File: config.mk
export PLATFORM = sky130hd
export DESIGN_NAME = array_linked_list_table
export DESIGN_NICKNAME = d
export VERILOG_FILES = /design/src/sv/alt_pkg.sv /design/src/sv/array_linked_list_table.sv /design/src/sv/alt_ram.sv /design/src/sv/alt_used.sv
export SDC_FILE = /design/constraint.sdc
export NUM_CORES = 2
export LEC_CHECK = 0
export ABC_AREA = 1
export BUFFER_PORTS_ARGS = -buffer_cell sky130_fd_sc_hd__clkbuf_2
export CORE_ASPECT_RATIO = 1.4
export CORE_MARGIN = 2
export CORE_UTILIZATION = 25
export CTS_BUF_LIST = sky130_fd_sc_hd__clkbuf_2 sky130_fd_sc_hd__clkbuf_4 sky130_fd_sc_hd__clkbuf_8
export CTS_CLUSTER_SIZE = 12
export DETAILED_ROUTE_END_ITERATION = 7
export SYNTH_ARGS = -nofsm -noshare
export SYNTH_HDL_FRONTEND = slang
export SYNTH_SLANG_ARGS = --single-unit
File: constraint.sdc
create_clock -name aclk -period 9.5 [get_ports aclk]
set_input_delay 1.9 -clock aclk [delete_from_list [all_inputs] [get_ports aclk]]
set_output_delay 1.9 -clock aclk [all_outputs]
set_load 0.03 [all_outputs]
File: src/sv/alt_pkg.sv
// ----------------------------------------------------------------------------
// alt_pkg
// Shared types and constants for the array linked list table.
// ----------------------------------------------------------------------------
package alt_pkg;

    localparam int SLOTS         = 64;
    localparam int PAYLOAD_WIDTH = 32;
    localparam int IDX_W         = $clog2(SLOTS);

    // input word: payload, slot (func travels on tuser)
    localparam int IN_BITS   = PAYLOAD_WIDTH + IDX_W;
    localparam int IN_TDATA_W = ((IN_BITS + 7) / 8) * 8;

    // result word: status, slot_index, payload_out, next_slot, is_last,
    // head_slot, tail_slot, list_empty, list_full
    localparam int OUT_BITS    = 2 + IDX_W + PAYLOAD_WIDTH + IDX_W + 1 + IDX_W + IDX_W + 2;
    localparam int OUT_TDATA_W = ((OUT_BITS + 7) / 8) * 8;

    typedef enum logic [1:0] {
        FN_APPEND = 2'd0,
        FN_REMOVE = 2'd1,
        FN_READ   = 2'd2
    } func_t;

    typedef enum logic [1:0] {
        ST_OK     = 2'd0,
        ST_FULL   = 2'd1,
        ST_ABSENT = 2'd2
    } status_t;

    // one entry of the link memory
    typedef struct packed {
        logic             last;
        logic [IDX_W-1:0] nxt;
    } link_t;

    // control toward the used-flag block
    typedef struct packed {
        logic             wr_en;
        logic             wr_val;
        logic [IDX_W-1:0] wr_idx;
        logic             scan_start;
    } used_cmd_t;

    // status from the used-flag block
    typedef struct packed {
        logic             busy;
        logic             full;
        logic [IDX_W-1:0] free_ptr;
    } used_sts_t;

endpackage

File: src/sv/array_linked_list_table.sv
// ----------------------------------------------------------------------------
// array_linked_list_table
// Singly linked list kept in a fixed slot array: append, remove, read.
// ----------------------------------------------------------------------------
//  channel | ports                        | fields (lowest bit up)
//  --------+------------------------------+----------------------------------
//  request | s_tvalid s_tready s_tdata    | tdata: payload, slot
//          | s_tuser                      | tuser: func
//  result  | m_tvalid m_tready m_tdata    | tdata: status, slot_index,
//          |                              |   payload_out, next_slot, is_last,
//          |                              |   head_slot, tail_slot,
//          |                              |   list_empty, list_full
//
//  One word at a time. Read: RAM read, capture into the item registers, then the
//  output register. Append: a link step when it hooks after an existing tail,
//  then the free-slot scan (one flag per cycle). Remove: up to SLOTS reads of
//  the single-port link RAM while walking for the predecessor, then the scan.
//  A finished result waits in the output register while the next word is
//  taken; the next result then holds until that register drains.
//  Reset (aresetn low, synchronous) clears all occupancy flags at once; no
//  clearing pass is needed.
// ----------------------------------------------------------------------------
module array_linked_list_table (
    input  logic                                aclk,
    input  logic                                aresetn,
    input  logic                                s_tvalid,
    output logic                                s_tready,
    input  logic [alt_pkg::IN_TDATA_W-1:0]      s_tdata,  // payload, slot
    input  logic [1:0]                          s_tuser,  // func
    output logic                                m_tvalid,
    input  logic                                m_tready,
    output logic [alt_pkg::OUT_TDATA_W-1:0]     m_tdata   // status, slot_index,
                                                           // payload_out, next_slot,
                                                           // is_last, head_slot,
                                                           // tail_slot, list_empty,
                                                           // list_full
);
    import alt_pkg::*;

    typedef enum logic [2:0] {
        S_IDLE,
        S_RD_WAIT,
        S_APP_LINK,
        S_REM_S,
        S_WALK,
        S_SCAN,
        S_EMIT
    } state_t;

    state_t state_reg;

    // list registers
    logic [IDX_W-1:0] head_reg;
    logic [IDX_W-1:0] tail_reg;
    logic             empty_reg;

    // item in flight
    logic [IDX_W-1:0]         slot_reg;
    link_t                    sl_link_reg;
    logic [IDX_W-1:0]         cur_reg;
    logic [IDX_W-1:0]         step_reg;
    status_t                  status_reg;
    logic [IDX_W-1:0]         idx_reg;
    logic [PAYLOAD_WIDTH-1:0] pout_reg;
    logic [IDX_W-1:0]         nxt_reg;
    logic                     last_reg;

    // output register
    logic                   m_tvalid_reg;
    logic [OUT_TDATA_W-1:0] m_tdata_reg;

    // request fields
    func_t                    in_func;
    logic [PAYLOAD_WIDTH-1:0] in_payload;
    logic [IDX_W-1:0]         in_slot;
    logic                     accept;

    assign in_func    = func_t'(s_tuser);
    assign in_payload = s_tdata[PAYLOAD_WIDTH-1:0];
    assign in_slot    = s_tdata[PAYLOAD_WIDTH +: IDX_W];
    assign s_tready   = (state_reg == S_IDLE);
    assign accept     = s_tvalid && s_tready;

    // memories
    logic                     pay_we;
    logic [IDX_W-1:0]         pay_addr;
    logic [PAYLOAD_WIDTH-1:0] pay_rdata;
    logic                     link_we;
    logic [IDX_W-1:0]         link_addr;
    link_t                    link_wdata;
    link_t                    link_rdata;

    // occupancy
    used_cmd_t        used_cmd;
    used_sts_t        used_sts;
    logic [IDX_W-1:0] used_rd_idx;
    logic             used_hit;

    alt_ram #(
        .WIDTH (PAYLOAD_WIDTH),
        .DEPTH (SLOTS)
    ) u_pay_ram (
        .clk   (aclk),
        .we    (pay_we),
        .addr  (pay_addr),
        .wdata (in_payload),
        .rdata (pay_rdata)
    );

    alt_ram #(
        .WIDTH ($bits(link_t)),
        .DEPTH (SLOTS)
    ) u_link_ram (
        .clk   (aclk),
        .we    (link_we),
        .addr  (link_addr),
        .wdata (link_wdata),
        .rdata (link_rdata)
    );

    alt_used u_used (
        .aclk    (aclk),
        .aresetn (aresetn),
        .cmd     (used_cmd),
        .rd_idx  (used_rd_idx),
        .rd_used (used_hit),
        .sts     (used_sts)
    );

    assign used_rd_idx = (state_reg == S_IDLE) ? in_slot : slot_reg;

    // walk decisions on the link word just read
    logic walk_found;
    logic walk_limit;
    assign walk_found = !link_rdata.last && (link_rdata.nxt == slot_reg);
    assign walk_limit = (step_reg == IDX_W'(SLOTS - 1));

    logic out_load;
    assign out_load = (state_reg == S_EMIT) && (!m_tvalid_reg || m_tready);

    // memory and occupancy controls
    always_comb begin
        pay_we     = 1'b0;
        pay_addr   = '0;
        link_we    = 1'b0;
        link_addr  = '0;
        link_wdata = '0;
        used_cmd   = '0;
        case (state_reg)
            S_IDLE: begin
                if (accept) begin
                    case (in_func)
                        FN_APPEND: begin
                            if (!used_sts.full) begin
                                // store payload and a terminal link in the free slot
                                pay_we          = 1'b1;
                                pay_addr        = used_sts.free_ptr;
                                link_we         = 1'b1;
                                link_addr       = used_sts.free_ptr;
                                link_wdata.last = 1'b1;
                                link_wdata.nxt  = '0;
                                used_cmd.wr_en  = 1'b1;
                                used_cmd.wr_val = 1'b1;
                                used_cmd.wr_idx = used_sts.free_ptr;
                                used_cmd.scan_start = empty_reg;
                            end
                        end
                        FN_REMOVE: begin
                            link_addr = in_slot;
                        end
                        FN_READ: begin
                            pay_addr  = in_slot;
                            link_addr = in_slot;
                        end
                        default: begin
                        end
                    endcase
                end
            end
            S_APP_LINK: begin
                // hook the new slot after the old tail
                link_we             = 1'b1;
                link_addr           = tail_reg;
                link_wdata.last     = 1'b0;
                link_wdata.nxt      = idx_reg;
                used_cmd.scan_start = 1'b1;
            end
            S_REM_S: begin
                if (slot_reg == head_reg) begin
                    used_cmd.wr_en      = 1'b1;
                    used_cmd.wr_idx     = slot_reg;
                    used_cmd.scan_start = 1'b1;
                end else begin
                    link_addr = head_reg;
                end
            end
            S_WALK: begin
                if (walk_found) begin
                    // unlink: predecessor takes over the removed slot's link
                    link_we   = 1'b1;
                    link_addr = cur_reg;
                    if (slot_reg == tail_reg) begin
                        link_wdata.last = 1'b1;
                        link_wdata.nxt  = slot_reg;
                    end else begin
                        link_wdata = sl_link_reg;
                    end
                    used_cmd.wr_en      = 1'b1;
                    used_cmd.wr_idx     = slot_reg;
                    used_cmd.scan_start = 1'b1;
                end else begin
                    link_addr = link_rdata.nxt;
                end
            end
            default: begin
            end
        endcase
    end

    // sequencer, list registers and output register
    always_ff @(posedge aclk) begin
        if (!aresetn) begin
            state_reg    <= S_IDLE;
            head_reg     <= '0;
            tail_reg     <= '0;
            empty_reg    <= 1'b1;
            m_tvalid_reg <= 1'b0;
        end else begin
            if (m_tvalid_reg && m_tready && !out_load) begin
                m_tvalid_reg <= 1'b0;
            end
            case (state_reg)
                S_IDLE: begin
                    if (accept) begin
                        slot_reg   <= in_slot;
                        status_reg <= ST_OK;
                        idx_reg    <= '0;
                        pout_reg   <= '0;
                        nxt_reg    <= '0;
                        last_reg   <= 1'b0;
                        case (in_func)
                            FN_APPEND: begin
                                if (used_sts.full) begin
                                    status_reg <= ST_FULL;
                                    state_reg  <= S_EMIT;
                                end else begin
                                    idx_reg <= used_sts.free_ptr;
                                    if (empty_reg) begin
                                        head_reg  <= used_sts.free_ptr;
                                        tail_reg  <= used_sts.free_ptr;
                                        empty_reg <= 1'b0;
                                        state_reg <= S_SCAN;
                                    end else begin
                                        state_reg <= S_APP_LINK;
                                    end
                                end
                            end
                            FN_REMOVE: begin
                                idx_reg <= in_slot;
                                if (!used_hit) begin
                                    status_reg <= ST_ABSENT;
                                    state_reg  <= S_EMIT;
                                end else begin
                                    state_reg <= S_REM_S;
                                end
                            end
                            FN_READ: begin
                                idx_reg <= in_slot;
                                if (!used_hit) begin
                                    status_reg <= ST_ABSENT;
                                    state_reg  <= S_EMIT;
                                end else begin
                                    state_reg <= S_RD_WAIT;
                                end
                            end
                            default: begin
                                state_reg <= S_EMIT;
                            end
                        endcase
                    end
                end
                S_RD_WAIT: begin
                    pout_reg  <= pay_rdata;
                    last_reg  <= link_rdata.last;
                    nxt_reg   <= link_rdata.last ? '0 : link_rdata.nxt;
                    state_reg <= S_EMIT;
                end
                S_APP_LINK: begin
                    tail_reg  <= idx_reg;
                    state_reg <= S_SCAN;
                end
                S_REM_S: begin
                    sl_link_reg <= link_rdata;
                    if (slot_reg == head_reg) begin
                        if (slot_reg == tail_reg || link_rdata.last) begin
                            head_reg  <= '0;
                            tail_reg  <= '0;
                            empty_reg <= 1'b1;
                        end else begin
                            head_reg <= link_rdata.nxt;
                        end
                        state_reg <= S_SCAN;
                    end else begin
                        cur_reg   <= head_reg;
                        step_reg  <= '0;
                        state_reg <= S_WALK;
                    end
                end
                S_WALK: begin
                    if (link_rdata.last) begin
                        status_reg <= ST_ABSENT;
                        state_reg  <= S_EMIT;
                    end else if (walk_found) begin
                        if (slot_reg == tail_reg) begin
                            tail_reg <= cur_reg;
                        end
                        state_reg <= S_SCAN;
                    end else if (walk_limit) begin
                        status_reg <= ST_ABSENT;
                        state_reg  <= S_EMIT;
                    end else begin
                        // advance to the successor
                        cur_reg  <= link_rdata.nxt;
                        step_reg <= step_reg + 1'b1;
                    end
                end
                S_SCAN: begin
                    if (!used_sts.busy) begin
                        state_reg <= S_EMIT;
                    end
                end
                S_EMIT: begin
                    if (out_load) begin
                        m_tvalid_reg <= 1'b1;
                        m_tdata_reg  <= {
                            (OUT_TDATA_W - OUT_BITS)'(0),
                            used_sts.full,
                            empty_reg,
                            tail_reg,
                            head_reg,
                            last_reg,
                            nxt_reg,
                            pout_reg,
                            idx_reg,
                            status_reg
                        };
                        state_reg <= S_IDLE;
                    end
                end
                default: begin
                    state_reg <= S_IDLE;
                end
            endcase
        end
    end

    assign m_tvalid = m_tvalid_reg;
    assign m_tdata  = m_tdata_reg;

`ifndef SYNTH
    a_empty_zero: assert property (@(posedge aclk) disable iff (!aresetn)
        empty_reg |-> (head_reg == '0 && tail_reg == '0))
        else $error("empty list with nonzero head or tail");

    a_one_at_a_time: assert property (@(posedge aclk) disable iff (!aresetn)
        accept |=> !s_tready)
        else $error("second word taken while one is in flight");

    a_no_publish_mid_scan: assert property (@(posedge aclk) disable iff (!aresetn)
        out_load |-> !used_sts.busy)
        else $error("result published while free scan still running");

    a_walk_nonempty: assert property (@(posedge aclk) disable iff (!aresetn)
        (state_reg == S_WALK) |-> !empty_reg)
        else $error("walking an empty list");
`endif

endmodule

File: src/sv/alt_ram.sv
// ----------------------------------------------------------------------------
// alt_ram
// Single-port synchronous RAM, registered read, read-first.
// ----------------------------------------------------------------------------
module alt_ram #(
    parameter int WIDTH = 8,
    parameter int DEPTH = 64
) (
    input  logic                     clk,
    input  logic                     we,
    input  logic [$clog2(DEPTH)-1:0] addr,
    input  logic [WIDTH-1:0]         wdata,
    output logic [WIDTH-1:0]         rdata
);

    logic [WIDTH-1:0] mem [DEPTH];

    always_ff @(posedge clk) begin
        if (we) begin
            mem[addr] <= wdata;
        end
        rdata <= mem[addr];
    end

endmodule

File: src/sv/alt_used.sv
// ----------------------------------------------------------------------------
// alt_used
// Slot occupancy flags and a lowest-free-slot scanner, one flag per cycle.
// ----------------------------------------------------------------------------
module alt_used (
    input  logic                     aclk,
    input  logic                     aresetn,
    input  alt_pkg::used_cmd_t       cmd,
    input  logic [alt_pkg::IDX_W-1:0] rd_idx,
    output logic                     rd_used,
    output alt_pkg::used_sts_t       sts
);
    import alt_pkg::*;

    logic [SLOTS-1:0] used_reg;
    logic             scanning_reg;
    logic [IDX_W-1:0] scan_cnt_reg;
    logic [IDX_W-1:0] free_ptr_reg;
    logic             full_reg;

    assign rd_used      = used_reg[rd_idx];
    assign sts.busy     = scanning_reg;
    assign sts.full     = full_reg;
    assign sts.free_ptr = free_ptr_reg;

    always_ff @(posedge aclk) begin
        if (!aresetn) begin
            used_reg     <= '0;
            scanning_reg <= 1'b0;
            scan_cnt_reg <= '0;
            free_ptr_reg <= '0;
            full_reg     <= 1'b0;
        end else begin
            if (cmd.wr_en) begin
                used_reg[cmd.wr_idx] <= cmd.wr_val;
            end
            if (cmd.scan_start) begin
                scanning_reg <= 1'b1;
                scan_cnt_reg <= '0;
            end else if (scanning_reg) begin
                if (!used_reg[scan_cnt_reg]) begin
                    free_ptr_reg <= scan_cnt_reg;
                    full_reg     <= 1'b0;
                    scanning_reg <= 1'b0;
                end else if (scan_cnt_reg == IDX_W'(SLOTS - 1)) begin
                    free_ptr_reg <= '0;
                    full_reg     <= 1'b1;
                    scanning_reg <= 1'b0;
                end else begin
                    scan_cnt_reg <= scan_cnt_reg + 1'b1;
                end
            end
        end
    end

endmodule
==> results.ini <==
[timing]
finalSetupTns_ns = 0
drv_slew = 0
rsz0062_at_grt = false
report.final.hold_viol_count = 0
slew_headroom = 0.0621
fmaxAchievable_ghz = 0.154
min_period_over_period = 0.682
tightestPinTransition_ns = 1.40
period_minus_slack_ns = 6.48
clock_skew_ns = 0.152
final-setup-viol-count = 0
final.setup.worst_slack_ns = 3.02

[place]
portBuffers = 106
finalWeightedCongestion = 0.927
pre_cts_slack_ns = 2.14
dp.cells = 13500
hpwl_um = 183000

[routing]
drc_errors = 1
drt-initial-drc-count = 6698
totalWireLength_um = 321000
via_per_inst = 4.71
final_antenna_net_count = 0
wl_per_cell_um = 22.6
vias = 67000
dr.pass1.iters = 8

[floorplan]
die-width_um = 555
dieArea_um2 = 431000
start_util = 0.251
core-area_um2 = 424000
die_h_um = 776
num_rows = 283
ios = 112

[synth]
yosysUniqueCellTypes = 56
synth_cells = 8023
syn_area_per_cell_um2 = 13.3
synthTopCellsByArea = edfxtp_1 74%, nand2_1 8.3%, dfxtp_1 2.5%
async_flop_share = 0
synth_seq_area_share = 0.768
yosysTopAreaCell = edfxtp_1
ys_ff_latch = 2763
synth.top_cell.area_share = 0.742
ys_dominant_reg_cell = edfxtp_1
synth_edf_count = 2629
syn-cell-area_um2 = 106000
yosys_warnings = 0

[outcome]
outcome = finished with violations
violations = design-rule violations

[global_routing]
busiest_layer = met2
use_met1 = 0.174
use_met2 = 0.246
grt_pass1_vias = 64300
grt_max_degree = 132
grt_pass1_wl_um = 454000
grt-ovfl-total = 0
grtUsageTotal = 0.143
antenna_found_initial = 21
met3_usage = 0.0221

[run]
cap_violations = 0

[final_layout]
multi_input_area_um2 = 22500
layout_common_cells = 2629 x edfxtp_1, 2359 x nand2_1, 404 x clkbuf_8
fillers = 42600
register_area_um2 = 81600
syn_to_final_growth_pct = 14.8
drive_gt1_frac = 0.124
fin_util = 0.288
final_net_count = 8374
final-instance-count-excl-fill = 14200
largest_reg_flops = 2048
final_common_cell = edfxtp_1

[critical_path]
rrSetupSlack_ns = 3.82
crit_required_ns = 10.19
critical_path_class = in -> reg
arrival_ns = 7.18
ff2ff_path_depth = 11
start_kind = primary input
end_kind = register
critical_path.max_fanout = 51
rr_startpoint = state_reg[1]
r2r_end = u_pay_ram.mem[46][13]

[clock_network]
clk_latency_ns = 1.08
clockBufferDepth = 4
clkSinkCount = 2763
cts_tree = done
postCtsResizedCells = 0
cts_root_buffer = clkbuf_8
cts.reportedPaths.clkPinSlew_ns = 0.07
cts_made_buffers = 390
hold_buffers = 0
post_cts_buffers = 0
htree_levels = 5

[pwr]
power_mw = 26.9
p_leak_nw = 40.9
vdd_drop_max_mv = 0.133
power_density_nw_per_um2 = 220

[hold_path]
hold_class = reg -> reg
holdPathStages = 0
hold_end = m_tdata[13]
min_from = pout_reg[5]

==> layer usage <==
layer / vias up / wire length (um) / share of wire
li1: 29800 / - / -
met1: 33500 / 123000 / 0.38
met2: 3060 / 157000 / 0.49
met3: 641 / 24900 / 0.078
met4: 8 / 15700 / 0.049
met5: - / 56 / 0.00017
==> kinds of logic after synthesis <==
| group | share of synthesized area |
|---|---|
| other | 0.0000353 |
| XOR/XNOR | 0.000824 |
| AND/OR/NAND/NOR | 0.133 |
| AO/OA/AOI/OAI | 0.0713 |
| flip-flops | 0.768 |
| buffers and inverters | 0.0269 |
| adder cells (fa/ha/maj) | 0.000706 |
==> report_power, final <==
part / total (mW) / leakage (nW) / internal [mW] / switching, mW
Sequential: 13.9 / 24.9 / 13.7 / 0.188
Combinational: 3.64 / 11.9 / 0.838 / 2.80
Clock: 9.38 / 4.11 / 4.76 / 4.61
==> cells in the mapped netlist, drive strengths merged (8+ instances only) <==
master and instances:
a211oi 12, a21oi 275, a221oi 121, a22o 113, a22oi 234, buf 263
clkbuf 123, clkinv 11, dfxtp 134, edfxtp 2629, inv 274, nand2 2366
nand3 297, nand3b 8, nand4 243, nor2 457, nor3 25, o211ai 8
o21ai 312, o31ai 40, xor2 9
==> metrics by stage <==
step / hold WS (ns) / cell area, um^2
3_5_place_dp: 0.405 / 114000
3_3_place_gp: 0.403 / 114000
6_report: 0.342 / 122000
4_1_cts: 0.329 / 122000
2_1_floorplan: 0.400 / 106000
5_1_grt: 0.327 / 122000
==> worst max-delay path, stage by stage <==
cell and delay [ns]:
clkbuf_2 0.11, inv_1 0.08, ha_1 0.18, inv_1 0.13, o21ai_0 0.82, nand2_1 0.22, nor2_2 0.61, nand2_1 0.35
inv_8 0.46, nand2_1 0.77, nor2_4 1.05, buf_4 0.43
==> cell type report <==
| cell class | count | share of cell area |
|---|---|---|
| Clock buffer | 533 | 0.0535 |
| Multi-Input combinational cell | 4591 | 0.184 |
| Antenna cell | 9 | 0.000185 |
| Timing Repair Buffer | 291 | 0.0172 |
| Clock inverter | 180 | 0.00972 |
| Tap cell | 5557 | 0.0570 |
| Sequential cell | 2763 | 0.669 |
| Inverter | 285 | 0.00913 |
==> worst max path at each step <==
| stage | slack, ns | endpoint | from |
|---|---|---|---|
| floorplan | 3.03 | last_reg | aresetn |
| global placement | 2.13 | u_pay_ram.mem[21][12] | s_tuser[0] |
| detailed placement | 2.14 | u_pay_ram.mem[21][22] | s_tuser[0] |
| CTS | 3.26 | u_pay_ram.mem[21][20] | s_tuser[0] |
| global route | 3.00 | u_pay_ram.mem[21][23] | s_tuser[0] |
| finish | 3.02 | u_pay_ram.mem[21][20] | s_tuser[0] |
Note: power is estimated with default switching activity, not from simulation.
